## config.mk

```make
export PLATFORM = sky130hd
export DESIGN_NAME = approx_pattern_match_scorer
export DESIGN_NICKNAME = d
export VERILOG_FILES = /design/src/rtl/core/apms_pkg.sv /design/src/rtl/core/apms_pattern_ram.sv /design/src/rtl/core/apms_column_ram.sv /design/src/rtl/core/apms_cell_unit.sv /design/src/rtl/core/approx_pattern_match_scorer.sv
export SDC_FILE = /design/constraint.sdc
export NUM_CORES = 1
export LEC_CHECK = 0
export BUFFER_PORTS_ARGS = -buffer_cell sky130_fd_sc_hd__buf_4
export CELL_PAD_IN_SITES_DETAIL_PLACEMENT = 1
export CELL_PAD_IN_SITES_GLOBAL_PLACEMENT = 2
export CORE_MARGIN = 2
export CORE_UTILIZATION = 50
export DETAILED_ROUTE_END_ITERATION = 8
export GPL_TIMING_DRIVEN = 1
export PLACE_DENSITY = 0.88
export SLEW_MARGIN = 25
export SYNTH_ARGS = -nofsm -noshare
export SYNTH_HDL_FRONTEND = slang
export SYNTH_SLANG_ARGS = --single-unit
```

## constraint.sdc

```tcl
create_clock -name clock -period 13.1 [get_ports clock]
set_clock_uncertainty 0.05 [all_clocks]
set_input_delay 0.655 -clock clock [delete_from_list [all_inputs] [get_ports clock]]
set_output_delay 0.655 -clock clock [all_outputs]
set_load 0.005 [all_outputs]
```

## src/rtl/core/apms_pkg.sv

```systemverilog
package apms_pkg;

   localparam int unsigned CHAR_W  = 21;
   localparam int unsigned SLOT_W  = 5;
   localparam int unsigned CFG_W   = 6;
   localparam int unsigned SCORE_W = 32;
   localparam int unsigned DIST_W  = 6;

   localparam logic CMD_PATTERN = 1'b0;
   localparam logic CMD_TEXT    = 1'b1;

   localparam logic REG_PATTERN_LENGTH = 1'b0;
   localparam logic REG_ERROR_LIMIT    = 1'b1;

   typedef enum logic [1:0] {
      ST_IDLE,
      ST_SWEEP,
      ST_DRAIN,
      ST_FINISH
   } state_type;

   typedef struct packed {
      logic valid;
      logic last;
   } cell_ctl_type;

endpackage

```

## src/rtl/core/apms_pattern_ram.sv

```systemverilog
module apms_pattern_ram #(
   parameter int unsigned DEPTH = 32
) (
   input  logic                                clock,
   input  logic                                wr_en,
   input  logic [$clog2(DEPTH)-1:0]            wr_addr,
   input  logic [apms_pkg::CHAR_W-1:0]         wr_data,
   input  logic                                rd_en,
   input  logic [$clog2(DEPTH)-1:0]            rd_addr,
   output logic [apms_pkg::CHAR_W-1:0]         rd_data
);

   logic [apms_pkg::CHAR_W-1:0] mem [DEPTH];
   logic [apms_pkg::CHAR_W-1:0] rd_data_ff;

   always_ff @(posedge clock) begin
      if (wr_en) begin
         mem[wr_addr] <= wr_data;
      end
      if (rd_en) begin
         rd_data_ff <= mem[rd_addr];
      end
   end

   assign rd_data = rd_data_ff;

endmodule

```

## src/rtl/core/apms_column_ram.sv

```systemverilog
module apms_column_ram #(
   parameter int unsigned DEPTH = 32
) (
   input  logic                                  clock,
   input  logic                                  reset,
   input  logic                                  clear,
   input  logic                                  wr_en,
   input  logic [$clog2(DEPTH)-1:0]              wr_addr,
   input  logic [$clog2(DEPTH+1)-1:0]            wr_data,
   input  logic                                  rd_en,
   input  logic [$clog2(DEPTH)-1:0]              rd_addr,
   output logic [$clog2(DEPTH+1)-1:0]            rd_data
);

   localparam int unsigned AW = $clog2(DEPTH);
   localparam int unsigned DW = $clog2(DEPTH + 1);

   // Row r of the column lives at address r-1; an entry never written
   // since the last clear holds its initial value r.
   logic [DW-1:0]    mem [DEPTH];
   logic [DEPTH-1:0] valid_ff;
   logic [DEPTH-1:0] valid_in;
   logic [DW-1:0]    mem_q_ff;
   logic             vld_q_ff;
   logic [AW-1:0]    addr_q_ff;

   always_comb begin
      valid_in = valid_ff;
      if (clear) begin
         valid_in = '0;
      end else if (wr_en) begin
         valid_in[wr_addr] = 1'b1;
      end
   end

   always_ff @(posedge clock) begin
      if (reset) begin
         valid_ff <= '0;
      end else begin
         valid_ff <= valid_in;
      end
   end

   always_ff @(posedge clock) begin
      if (wr_en) begin
         mem[wr_addr] <= wr_data;
      end
      if (rd_en) begin
         mem_q_ff  <= mem[rd_addr];
         vld_q_ff  <= valid_ff[rd_addr];
         addr_q_ff <= rd_addr;
      end
   end

   assign rd_data = vld_q_ff ? mem_q_ff : DW'(addr_q_ff) + DW'(1);

endmodule

```

## src/rtl/core/apms_cell_unit.sv

```systemverilog
module apms_cell_unit #(
   parameter int unsigned DW = 6
) (
   input  logic [DW-1:0] up,
   input  logic [DW-1:0] diag,
   input  logic [DW-1:0] old,
   input  logic          mismatch,
   output logic [DW-1:0] fresh
);

   logic [DW:0] from_up;
   logic [DW:0] from_left;
   logic [DW:0] from_diag;
   logic [DW:0] least;

   always_comb begin
      from_up   = {1'b0, up} + (DW+1)'(1);
      from_left = {1'b0, old} + (DW+1)'(1);
      from_diag = {1'b0, diag} + (DW+1)'(mismatch);
      least     = from_up;
      if (from_left < least) begin
         least = from_left;
      end
      if (from_diag < least) begin
         least = from_diag;
      end
      fresh = least[DW-1:0];
   end

endmodule

```

## src/rtl/core/approx_pattern_match_scorer.sv

```systemverilog
// Approximate pattern match scorer.
// Pattern characters and text characters arrive on the req_ stream; req_tuser
// selects a pattern write (0) or a text character (1), and req_tlast marks the
// last text character of a record. Pattern writes give no result. Each text
// character gives one transfer on the rsp_ stream with the running score, the
// edit distance at the pattern length and a hit flag.
// A text character is taken while the block is idle; then each of the
// MAX_PATTERN rows passes through the single shared cell unit, which reads
// the column memory; then the read pipeline drains and the score is updated,
// which waits while the previous result is still not taken.
// req_tready is low while a character is in work. A finished result sits in
// the output register; the block takes the next item meanwhile and only waits
// before loading a new result while the previous one is still not taken.
// Reset clears the distance column, score and rsp_tvalid, sets pattern length
// to 1 and error limit to 0, and keeps the pattern table. The user must write
// configuration through csr_ while the block is idle; this is not enforced.
module approx_pattern_match_scorer #(
   parameter int unsigned MAX_PATTERN = 32
) (
   input  logic        clock,
   input  logic        reset,
   input  logic        csr_we,
   input  logic        csr_index,
   input  logic [5:0]  csr_wdata,
   input  logic        req_tvalid,
   output logic        req_tready,
   input  logic [31:0] req_tdata,  // slot[4:0], char_code[25:5], zero fill
   input  logic        req_tuser,  // cmd
   input  logic        req_tlast,
   output logic        rsp_tvalid,
   input  logic        rsp_tready,
   output logic [39:0] rsp_tdata,  // score[31:0], distance[37:32], zero fill
   output logic        rsp_tuser,  // hit
   output logic        rsp_tlast
);

   localparam int unsigned AW = $clog2(MAX_PATTERN);
   localparam int unsigned DW = $clog2(MAX_PATTERN + 1);
   localparam int unsigned CW = apms_pkg::CHAR_W;
   localparam int unsigned SW = apms_pkg::SCORE_W;

   apms_pkg::state_type state_ff, state_in;

   logic [apms_pkg::CFG_W-1:0]  pl_ff, pl_in;
   logic [apms_pkg::CFG_W-1:0]  el_ff, el_in;
   logic [AW-1:0]               rd_addr_ff, rd_addr_in;
   apms_pkg::cell_ctl_type      cmp_ff, cmp_in;
   logic [AW-1:0]               cmp_addr_ff, cmp_addr_in;
   logic [DW-1:0]               up_ff, up_in;
   logic [DW-1:0]               diag_ff, diag_in;
   logic [DW-1:0]               dist_ff, dist_in;
   logic [CW-1:0]               code_ff, code_in;
   logic                        last_ff, last_in;
   logic [SW-1:0]               score_ff, score_in;
   logic                        rsp_tvalid_ff, rsp_tvalid_in;
   logic [SW-1:0]               rsp_score_ff, rsp_score_in;
   logic [apms_pkg::DIST_W-1:0] rsp_dist_ff, rsp_dist_in;
   logic                        rsp_hit_ff, rsp_hit_in;
   logic                        rsp_last_ff, rsp_last_in;

   logic                        req_xfer;
   logic [apms_pkg::SLOT_W-1:0] req_slot;
   logic [CW-1:0]               req_char;
   logic                        pat_wr_en;
   logic                        rd_en;
   logic                        col_clear;
   logic [CW-1:0]               pat_rd_data;
   logic [DW-1:0]               col_rd_data;
   logic [DW-1:0]               fresh;
   logic [DW-1:0]               act_len;
   logic                        hit;
   logic [SW-1:0]               add;
   logic [SW:0]                 sum;

   assign req_slot   = req_tdata[apms_pkg::SLOT_W-1:0];
   assign req_char   = req_tdata[apms_pkg::SLOT_W +: CW];
   assign req_tready = (state_ff == apms_pkg::ST_IDLE);
   assign req_xfer   = req_tvalid && req_tready;
   assign pat_wr_en  = req_xfer && (req_tuser == apms_pkg::CMD_PATTERN)
                       && (32'(req_slot) < 32'(MAX_PATTERN));

   always_comb begin
      if (pl_ff == '0) begin
         act_len = DW'(1);
      end else if (32'(pl_ff) > 32'(MAX_PATTERN)) begin
         act_len = DW'(MAX_PATTERN);
      end else begin
         act_len = DW'(pl_ff);
      end
   end

   apms_pattern_ram #(
      .DEPTH (MAX_PATTERN)
   ) u_pattern_ram (
      .clock   (clock),
      .wr_en   (pat_wr_en),
      .wr_addr (AW'(req_slot)),
      .wr_data (req_char),
      .rd_en   (rd_en),
      .rd_addr (rd_addr_ff),
      .rd_data (pat_rd_data)
   );

   apms_column_ram #(
      .DEPTH (MAX_PATTERN)
   ) u_column_ram (
      .clock   (clock),
      .reset   (reset),
      .clear   (col_clear),
      .wr_en   (cmp_ff.valid),
      .wr_addr (cmp_addr_ff),
      .wr_data (fresh),
      .rd_en   (rd_en),
      .rd_addr (rd_addr_ff),
      .rd_data (col_rd_data)
   );

   apms_cell_unit #(
      .DW (DW)
   ) u_cell_unit (
      .up       (up_ff),
      .diag     (diag_ff),
      .old      (col_rd_data),
      .mismatch (pat_rd_data != code_ff),
      .fresh    (fresh)
   );

   always_comb begin
      hit = 32'(dist_ff) <= 32'(el_ff);
      if (dist_ff == '0) begin
         add = (SW'(act_len) << 1) + SW'(act_len);
      end else begin
         add = SW'(act_len) - SW'(dist_ff);
      end
      sum = {1'b0, score_ff} + {1'b0, hit ? add : SW'(0)};
   end

   always_comb begin
      state_in      = state_ff;
      pl_in         = pl_ff;
      el_in         = el_ff;
      rd_addr_in    = rd_addr_ff;
      cmp_in        = '0;
      cmp_in.last   = cmp_ff.last;
      cmp_addr_in   = rd_addr_ff;
      up_in         = up_ff;
      diag_in       = diag_ff;
      dist_in       = dist_ff;
      code_in       = code_ff;
      last_in       = last_ff;
      score_in      = score_ff;
      rsp_tvalid_in = rsp_tvalid_ff && !rsp_tready;
      rsp_score_in  = rsp_score_ff;
      rsp_dist_in   = rsp_dist_ff;
      rsp_hit_in    = rsp_hit_ff;
      rsp_last_in   = rsp_last_ff;
      rd_en         = 1'b0;
      col_clear     = 1'b0;

      if (csr_we) begin
         case (csr_index)
            apms_pkg::REG_PATTERN_LENGTH: pl_in = csr_wdata;
            apms_pkg::REG_ERROR_LIMIT:    el_in = csr_wdata;
            default:                      pl_in = pl_ff;
         endcase
      end

      if (cmp_ff.valid) begin
         up_in   = fresh;
         diag_in = col_rd_data;
         if (32'(cmp_addr_ff) + 32'd1 == 32'(act_len)) begin
            dist_in = fresh;
         end
      end

      case (state_ff)
         apms_pkg::ST_IDLE: begin
            if (req_xfer && (req_tuser == apms_pkg::CMD_TEXT)) begin
               code_in    = req_char;
               last_in    = req_tlast;
               rd_addr_in = '0;
               up_in      = '0;
               diag_in    = '0;
               state_in   = apms_pkg::ST_SWEEP;
            end
         end
         apms_pkg::ST_SWEEP: begin
            rd_en        = 1'b1;
            cmp_in.valid = 1'b1;
            cmp_in.last  = 32'(rd_addr_ff) == 32'(MAX_PATTERN - 1);
            if (cmp_in.last) begin
               state_in = apms_pkg::ST_DRAIN;
            end else begin
               rd_addr_in = rd_addr_ff + AW'(1);
            end
         end
         apms_pkg::ST_DRAIN: begin
            state_in = apms_pkg::ST_FINISH;
         end
         apms_pkg::ST_FINISH: begin
            if (!rsp_tvalid_ff || rsp_tready) begin
               rsp_tvalid_in = 1'b1;
               rsp_score_in  = sum[SW] ? {SW{1'b1}} : sum[SW-1:0];
               if (32'(dist_ff) > 32'd63) begin
                  rsp_dist_in = 6'd63;
               end else begin
                  rsp_dist_in = apms_pkg::DIST_W'(dist_ff);
               end
               rsp_hit_in  = hit;
               rsp_last_in = last_ff;
               score_in    = last_ff ? SW'(0) : rsp_score_in;
               col_clear   = last_ff;
               state_in    = apms_pkg::ST_IDLE;
            end
         end
         default: begin
            state_in = apms_pkg::ST_IDLE;
         end
      endcase
   end

   always_ff @(posedge clock) begin
      if (reset) begin
         state_ff      <= apms_pkg::ST_IDLE;
         pl_ff         <= apms_pkg::CFG_W'(1);
         el_ff         <= '0;
         cmp_ff        <= '0;
         score_ff      <= '0;
         rsp_tvalid_ff <= 1'b0;
      end else begin
         state_ff      <= state_in;
         pl_ff         <= pl_in;
         el_ff         <= el_in;
         cmp_ff        <= cmp_in;
         score_ff      <= score_in;
         rsp_tvalid_ff <= rsp_tvalid_in;
      end
   end

   always_ff @(posedge clock) begin
      rd_addr_ff   <= rd_addr_in;
      cmp_addr_ff  <= cmp_addr_in;
      up_ff        <= up_in;
      diag_ff      <= diag_in;
      dist_ff      <= dist_in;
      code_ff      <= code_in;
      last_ff      <= last_in;
      rsp_score_ff <= rsp_score_in;
      rsp_dist_ff  <= rsp_dist_in;
      rsp_hit_ff   <= rsp_hit_in;
      rsp_last_ff  <= rsp_last_in;
   end

   assign rsp_tvalid = rsp_tvalid_ff;
   assign rsp_tdata  = {2'b00, rsp_dist_ff, rsp_score_ff};
   assign rsp_tuser  = rsp_hit_ff;
   assign rsp_tlast  = rsp_last_ff;

endmodule
```

==> flow_metrics.tcl, run 1 <==
set metrics [dict create \
    outcome "finished clean" \
    synthFlopType "edfxtp_1" \
    vias 22900 \
    cp-end-kind "flip-flop" \
    cts_resized 0 \
    initial_utilization_pct 50.5 \
    rsz0062_at_grt "no" \
    routed.top_layer "met5" \
    routed_wl_mm 107 \
    r2r_cells 21 \
    total_power_mw 10.8 \
    yosysTopAreaCell "edfxtp_1" \
    die-area_sq_um 90000 \
    clkTransAtPathRegs_ns 0.06 \
    grtUsageTotal_pct 24.1 \
    ff_latch_area_sq_um 31100 \
    hp-start "req_tlast" \
    cp_cell_sequence "nor2b_4 -> or2_2 -> inv_1 -> ha_1 -> o211ai_1 -> xor2_1 -> inv_1 -> ha_1 -> a21o_1 -> a21o_1 -> a21oi_1 -> nor2b_1 -> mux2_2 -> ha_1 -> a21o_1 -> a21o_1 -> a21oi_1 -> o21a_1 -> a31oi_4 -> nor2_1 -> a21oi_4" \
    crit_buf_inv 2 \
    wl_met1_mm 42.0 \
    cp.arrival_ns 6.67 \
    worstPathRequired_ns 13.39 \
    grt_max_degree 161 \
    min_path_type "in -> reg" \
    pre_cts_ws_ns 6.36 \
    die_height_um 300 \
    antenna_found_initial 4 \
    cts_buffer_depth 3 \
    slew_headroom_pct 32.4 \
    placed_area_sq_um 46000 \
    ys_seq_elements 1067 \
    numPlacedInstances 3543 \
    cts_setup_buffers 0 \
    syn_avg_cell_area_sq_um 18.5 \
    finish.cell_count_without_fillers 3739 \
    min_period_ns 6.38 \
    htreeDepth 3 \
    cp_common_cell "a21o_1" \
    die_x_um 300 \
    fin_crit_sh_pct 48.7 \
    synth_top_cells_by_area "edfxtp_1 66%, mux4_2 14%, dfxtp_1 4.4%" \
    synth_common_cells "970 x edfxtp_1, 280 x mux4_2, 144 x nor2_1" \
    fin_ws_ns 6.72 \
    crit_type "reg -> reg" \
    via_per_inst 6.13 \
    hpwl_mm 62.4 \
    clock_sinks 1067 \
    wl_per_cell_um 28.5 \
    final-max-slew-violation-count 0 \
    drive_above_1_share_pct 25.7 \
    drt_iter0_drc 2151 \
    grt_pass1_vias 24700 \
    critPathMaxStageDelay_ns 0.73 \
    ys_warn_count 0 \
    clock_latency_ns 0.69 \
    critical_path.top_delay_family "compound AO/OA/AOI/OAI gates" \
    clock.fmax_ghz 0.157 \
    ys_types 78 \
    r2r_setup_slack_ns 6.72 \
    r2r_start "u_column_ram.vld_q_ff" \
    cp_slowest_cell "a21oi_4" \
    cp-start-kind "flip-flop" \
    antenna_left 0 \
    final_nets 2617 \
    clockRootBuffer "clkbuf_16" \
    synth_top_area_share_pct 66.5 \
    cts_tree "done" \
    r2r_end "u_column_ram.mem[2][1]" \
    fin_area_sq_um 49300 \
    tns_ns 0 \
    route.met3.wl_mm 7.28 \
    place.gp.congestion 0.828 \
    yosysSeqAreaShare_pct 70.9 \
    ir_drop_uv 240 \
    synth_most_common_cell "edfxtp_1" \
    power.density_nw_per_um2 219 \
    synthToLayoutAreaGrowth_pct 12.5 \
    synth-edff-count 970 \
    pin_count 90 \
    cap_violations 0 \
    p_leak_nw 16.3 \
    fp-row-count 108 \
    drc_errors 0 \
    synth_area_sq_um 43800 \
    tightest_slew_ns 1.01 \
    hold_viol 0 \
    min_to "last_ff" \
    coreArea_sq_um 86800 \
    netlist_instances 2364 \
    async_flop_share_pct 0 \
    holdPathStages 1 \
    dr.pass1.iters 6 \
    fill_cells 7647 \
    hold_slack_ns 0.122 \
    dr_wl_met2_mm 54.5 \
    port_buffers 81 \
    gr-total-overflow 0 \
    cp_max_fo 33 \
    cts_hold_buffers 0 \
    grt_pass1_wl_mm 160 \
    setup_viol 0 \
    multi_input_area_sq_um 12100 \
    post-route-util_pct 56.8 \
    numCtsBuffers 105 \
]
[worst register-to-register path, stage by stage, from the launching register on]
cell and delay [ns]:
edfxtp_1 0.58, nor2b_4 0.21, or2_2 0.35, inv_1 0.11, ha_1 0.20, o211ai_1 0.12
xor2_1 0.23, inv_1 0.07, ha_1 0.30, a21o_1 0.19, a21o_1 0.18, a21oi_1 0.17
nor2b_1 0.65, mux2_2 0.46, ha_1 0.32, a21o_1 0.12, a21o_1 0.10, a21oi_1 0.11
o21a_1 0.17, a31oi_4 0.46, nor2_1 0.14, a21oi_4 0.73
[final cells by class]
type                       count  area share, %
multi-input combinational   1117           24.6
sequential                  1067           63.0
timing repair buffer         135           2.16
clock buffer                 141           5.73
antenna                        1        0.00507
inverter                      70          0.533
clock inverter                53           1.02
tap                         1155           2.93
[placed cells by master, fill, tap and decap left out, types with 24 or more instances in the layout]
cell type and count:
clkbuf_1 31, inv_1 69, mux2_2 37, nor2_2 34
nand2_1 86, dfxtp_1 97, ha_1 72, clkbuf_16 106
o21ai_1 32, xor2_1 24, o21a_1 40, xnor2_1 51
nor2_1 110, nand3_1 42, mux4_2 280, a21oi_1 71
edfxtp_1 970, buf_4 130
[where the power goes]
| group | leakage [nW] | total (mW) | switching [mW] | internal (mW) |
|---|---|---|---|---|
| registers | 9.55 | 4.57 | 0.126 | 4.45 |
| logic | 5.09 | 3.30 | 1.95 | 1.35 |
| clock network | 1.63 | 2.94 | 1.28 | 1.66 |
| total | 16.3 | 10.8 | 3.36 | 7.45 |
[cells by family (layout without fill, tap and decap cells)]
family / count (synthesis) / after routing / synth area share [%]
other cells: 1 / 3 / 0.00856
flops: 1067 / 1067 / 70.9
fa+ha+maj: 75 / 75 / 2.18
simple gates: 370 / 370 / 3.98
buf+inv: 181 / 399 / 1.72
compound gates: 261 / 261 / 3.99
xor+xnor: 75 / 75 / 1.50
mux: 334 / 334 / 15.7
[flip-flops by register name, summed over array words and instances (netlist names), 21 cells and up]
| name | count |
|---|---|
| u_column_ram.mem | 192 |
| score_ff | 32 |
| u_pattern_ram.mem | 672 |
| rsp_score_ff | 32 |
| code_ff | 21 |
| u_column_ram.valid_ff | 32 |
| u_pattern_ram.rd_data | 21 |
[worst max-delay path by stage]
| stage | start | to | cells after the start |
|---|---|---|---|
| after floorplan | u_column_ram.addr_q_ff[0] | dist_ff[1] | 22 |
| after global placement | u_column_ram.vld_q_ff | u_column_ram.mem[8][0] | 20 |
| after detailed placement | u_column_ram.vld_q_ff | u_column_ram.mem[10][0] | 20 |
| after CTS | u_column_ram.vld_q_ff | u_column_ram.mem[7][0] | 20 |
| after global routing | u_column_ram.vld_q_ff | u_column_ram.mem[2][1] | 21 |
| final | u_column_ram.vld_q_ff | u_column_ram.mem[2][1] | 21 |
[per-layer routing]
layer	vias up	global-route usage, %
met5	-	0
met1	12000	31.4
met3	201	4.86
met4	6	7.93
met2	921	40.9
li1	9767	-
Note: power is estimated with default switching activity, not from simulation.
==> run 2, diff against run 1 <==
--- a/config.mk
+++ b/config.mk
@@ -9,10 +9,10 @@
 export CELL_PAD_IN_SITES_DETAIL_PLACEMENT = 1
 export CELL_PAD_IN_SITES_GLOBAL_PLACEMENT = 2
 export CORE_MARGIN = 2
-export CORE_UTILIZATION = 50
+export CORE_UTILIZATION = 44
 export DETAILED_ROUTE_END_ITERATION = 8
 export GPL_TIMING_DRIVEN = 1
-export PLACE_DENSITY = 0.88
+export PLACE_DENSITY = 0.83
 export SLEW_MARGIN = 25
 export SYNTH_ARGS = -nofsm -noshare
 export SYNTH_HDL_FRONTEND = slang
==> constraint.sdc (replaced) <==
create_clock -name clock -period 5.6 [get_ports clock]
set_clock_uncertainty 0.05 [all_clocks]
set_input_delay 0.28 -clock clock [delete_from_list [all_inputs] [get_ports clock]]
set_output_delay 0.28 -clock clock [all_outputs]
set_load 0.005 [all_outputs]
==> flow_metrics.tcl, run 2 (synthesis gave the netlist of run 1 again) <==
set metrics [dict create \
    via_per_inst 5.78 \
    tns_ns 0 \
    cts_tree "done" \
    outcome "finished clean" \
    synthToLayoutAreaGrowth_pct 14.9 \
    drt_iter0_drc 1974 \
    hpwl_mm 62.2 \
    port_buffers 81 \
    fin_crit_sh_pct 94.9 \
    cp-start-kind "flip-flop" \
    min_path_type "in -> reg" \
    route.met3.wl_mm 5.04 \
    drc_errors 0 \
    cp.arrival_ns 5.66 \
    die_height_um 320 \
    cts_buffer_depth 3 \
    cap_violations 0 \
    routed_wl_mm 104 \
    numCtsBuffers 103 \
    grtUsageTotal_pct 20.6 \
    multi_input_area_sq_um 12200 \
    setup_viol 0 \
    clkTransAtPathRegs_ns 0.07 \
    ir_drop_uv 610 \
    antenna_left 0 \
    vias 22800 \
    grt_pass1_vias 24800 \
    ff_latch_area_sq_um 31100 \
    dr.pass1.iters 5 \
    wl_met1_mm 42.4 \
    clock.fmax_ghz 0.188 \
    crit_start "u_column_ram.vld_q_ff" \
    fin_area_sq_um 50400 \
    r2r_start "u_column_ram.vld_q_ff" \
    cp-end-kind "flip-flop" \
    final_common_cell "edfxtp_1" \
    clock_sinks 1067 \
    place.gp.congestion 0.817 \
    cp_max_fo 33 \
    wl_per_cell_um 26.4 \
    dr_wl_met2_mm 53.7 \
    grt_pass1_wl_mm 158 \
    final_nets 2692 \
    clockRootBuffer "clkbuf_16" \
    routed.top_layer "met4" \
    final_cell_mix "970 x edfxtp_1, 280 x mux4_2, 155 x buf_4" \
    power.density_nw_per_um2 515 \
    coreArea_sq_um 98600 \
    grt_max_degree 171 \
    gr-total-overflow 0 \
    final-max-slew-violation-count 0 \
    initial_utilization_pct 44.5 \
    placed_area_sq_um 46400 \
    pin_count 90 \
    p_leak_nw 16.7 \
    regMostFlops "u_pattern_ram.mem" \
    total_power_mw 25.9 \
    fill_cells 8996 \
    antenna_found_initial 3 \
    die_x_um 320 \
    hold_viol 0 \
    drive_above_1_share_pct 26.8 \
    clock_latency_ns 0.69 \
    slew_headroom_pct 36.8 \
    largest_reg_flops 672 \
    fp-row-count 115 \
    min_period_ns 5.32 \
    htreeDepth 3 \
    die-area_sq_um 102000 \
    tightest_slew_ns 0.944 \
    crit_type "reg -> reg" \
    reg_top3 "u_pattern_ram.mem: 672 flops, u_column_ram.mem: 192 flops" \
    worstPathRequired_ns 5.94 \
    hp-start "req_tdata[2]" \
]
## run 2: cell types whose count changed in the layout (fill, tap and decap cells not counted), moves of 5 or more
cell,previous run,this run
dlygate4sd3_1,0,42
clkinv_1,14,19
clkbuf_1,31,14
buf_4,130,155
buf_12,2,9
clkinvlp_4,3,10
## run 2: per-layer routing
metal / global-route usage, % / vias to the layer above
met1: 26.9 / 12000
met5: 0 / -
met4: 6.54 / 0
li1: - / 9891
met3: 2.77 / 204
met2: 35.9 / 698
## run 2: final cells by class
type | count | share of cell area (%)
antenna | 2 | 0.00994
clock buffer | 121 | 5.35
clock inverter | 70 | 1.34
inverter | 70 | 0.522
multi-input combinational | 1118 | 24.2
sequential | 1067 | 61.7
tap | 1287 | 3.20
timing repair buffer | 211 | 3.66
## run 2: critical path, stage by stage, from the launching register on
cell and delay (ns):
edfxtp_1 0.49, nor2b_4 0.18, or2_2 0.32, inv_1 0.09, ha_1 0.17, o211ai_1 0.10
xor2_1 0.20, inv_1 0.07, ha_1 0.29, a21o_1 0.18, a21o_1 0.17, a21oi_1 0.20
nor2b_1 0.22, mux2_2 0.38, ha_1 0.31, a21o_1 0.19, a21o_1 0.18, a21oi_1 0.21
o21a_1 0.20, a31oi_4 0.06, buf_4 0.22, mux2_1 0.37, buf_12 0.18
## run 2: worst paths after layout
check                            end  slack, ns  depth (start not counted)
min          u_pattern_ram.mem[6][2]       0.26                          3
max reg2reg   u_column_ram.mem[3][0]       0.28                         22
max           u_column_ram.mem[3][0]       0.28                         22
min reg2reg              score_ff[6]       0.41                          2
## run 2: metrics by stage
stage               std cells  utilization, %  setup slack [ns]  hold slack, ns
global route             3944            51.1          -0.00403           0.243
finish                   3946            51.1             0.285           0.257
global placement         3703            47.1             0.170           0.391
CTS                      3939            51.0            0.0737           0.216
floorplan                2365               -          -0.00332           0.313
detailed placement       3705            47.1           -0.0277           0.400
## run 2: report_power, final
part           switching [mW]  leakage [nW]  total, mW  internal [mW]
logic                    4.71          5.50       8.40           3.69
registers               0.237          9.55       10.6           10.4
clock network            3.02          1.63       6.90           3.88
total                    7.96          16.7       25.9           18.0
## run 2: repair_timing
action | 4_1_cts | 5_1_grt
resized for setup | 1 | 9
cloned | 1 | 0
buffers inserted | 0 | 4
endpoints found under the setup margin | 33 | 199
hold endpoints to repair | 710 | 0
pin swaps | 0 | 2
hold buffers | 42 | 0
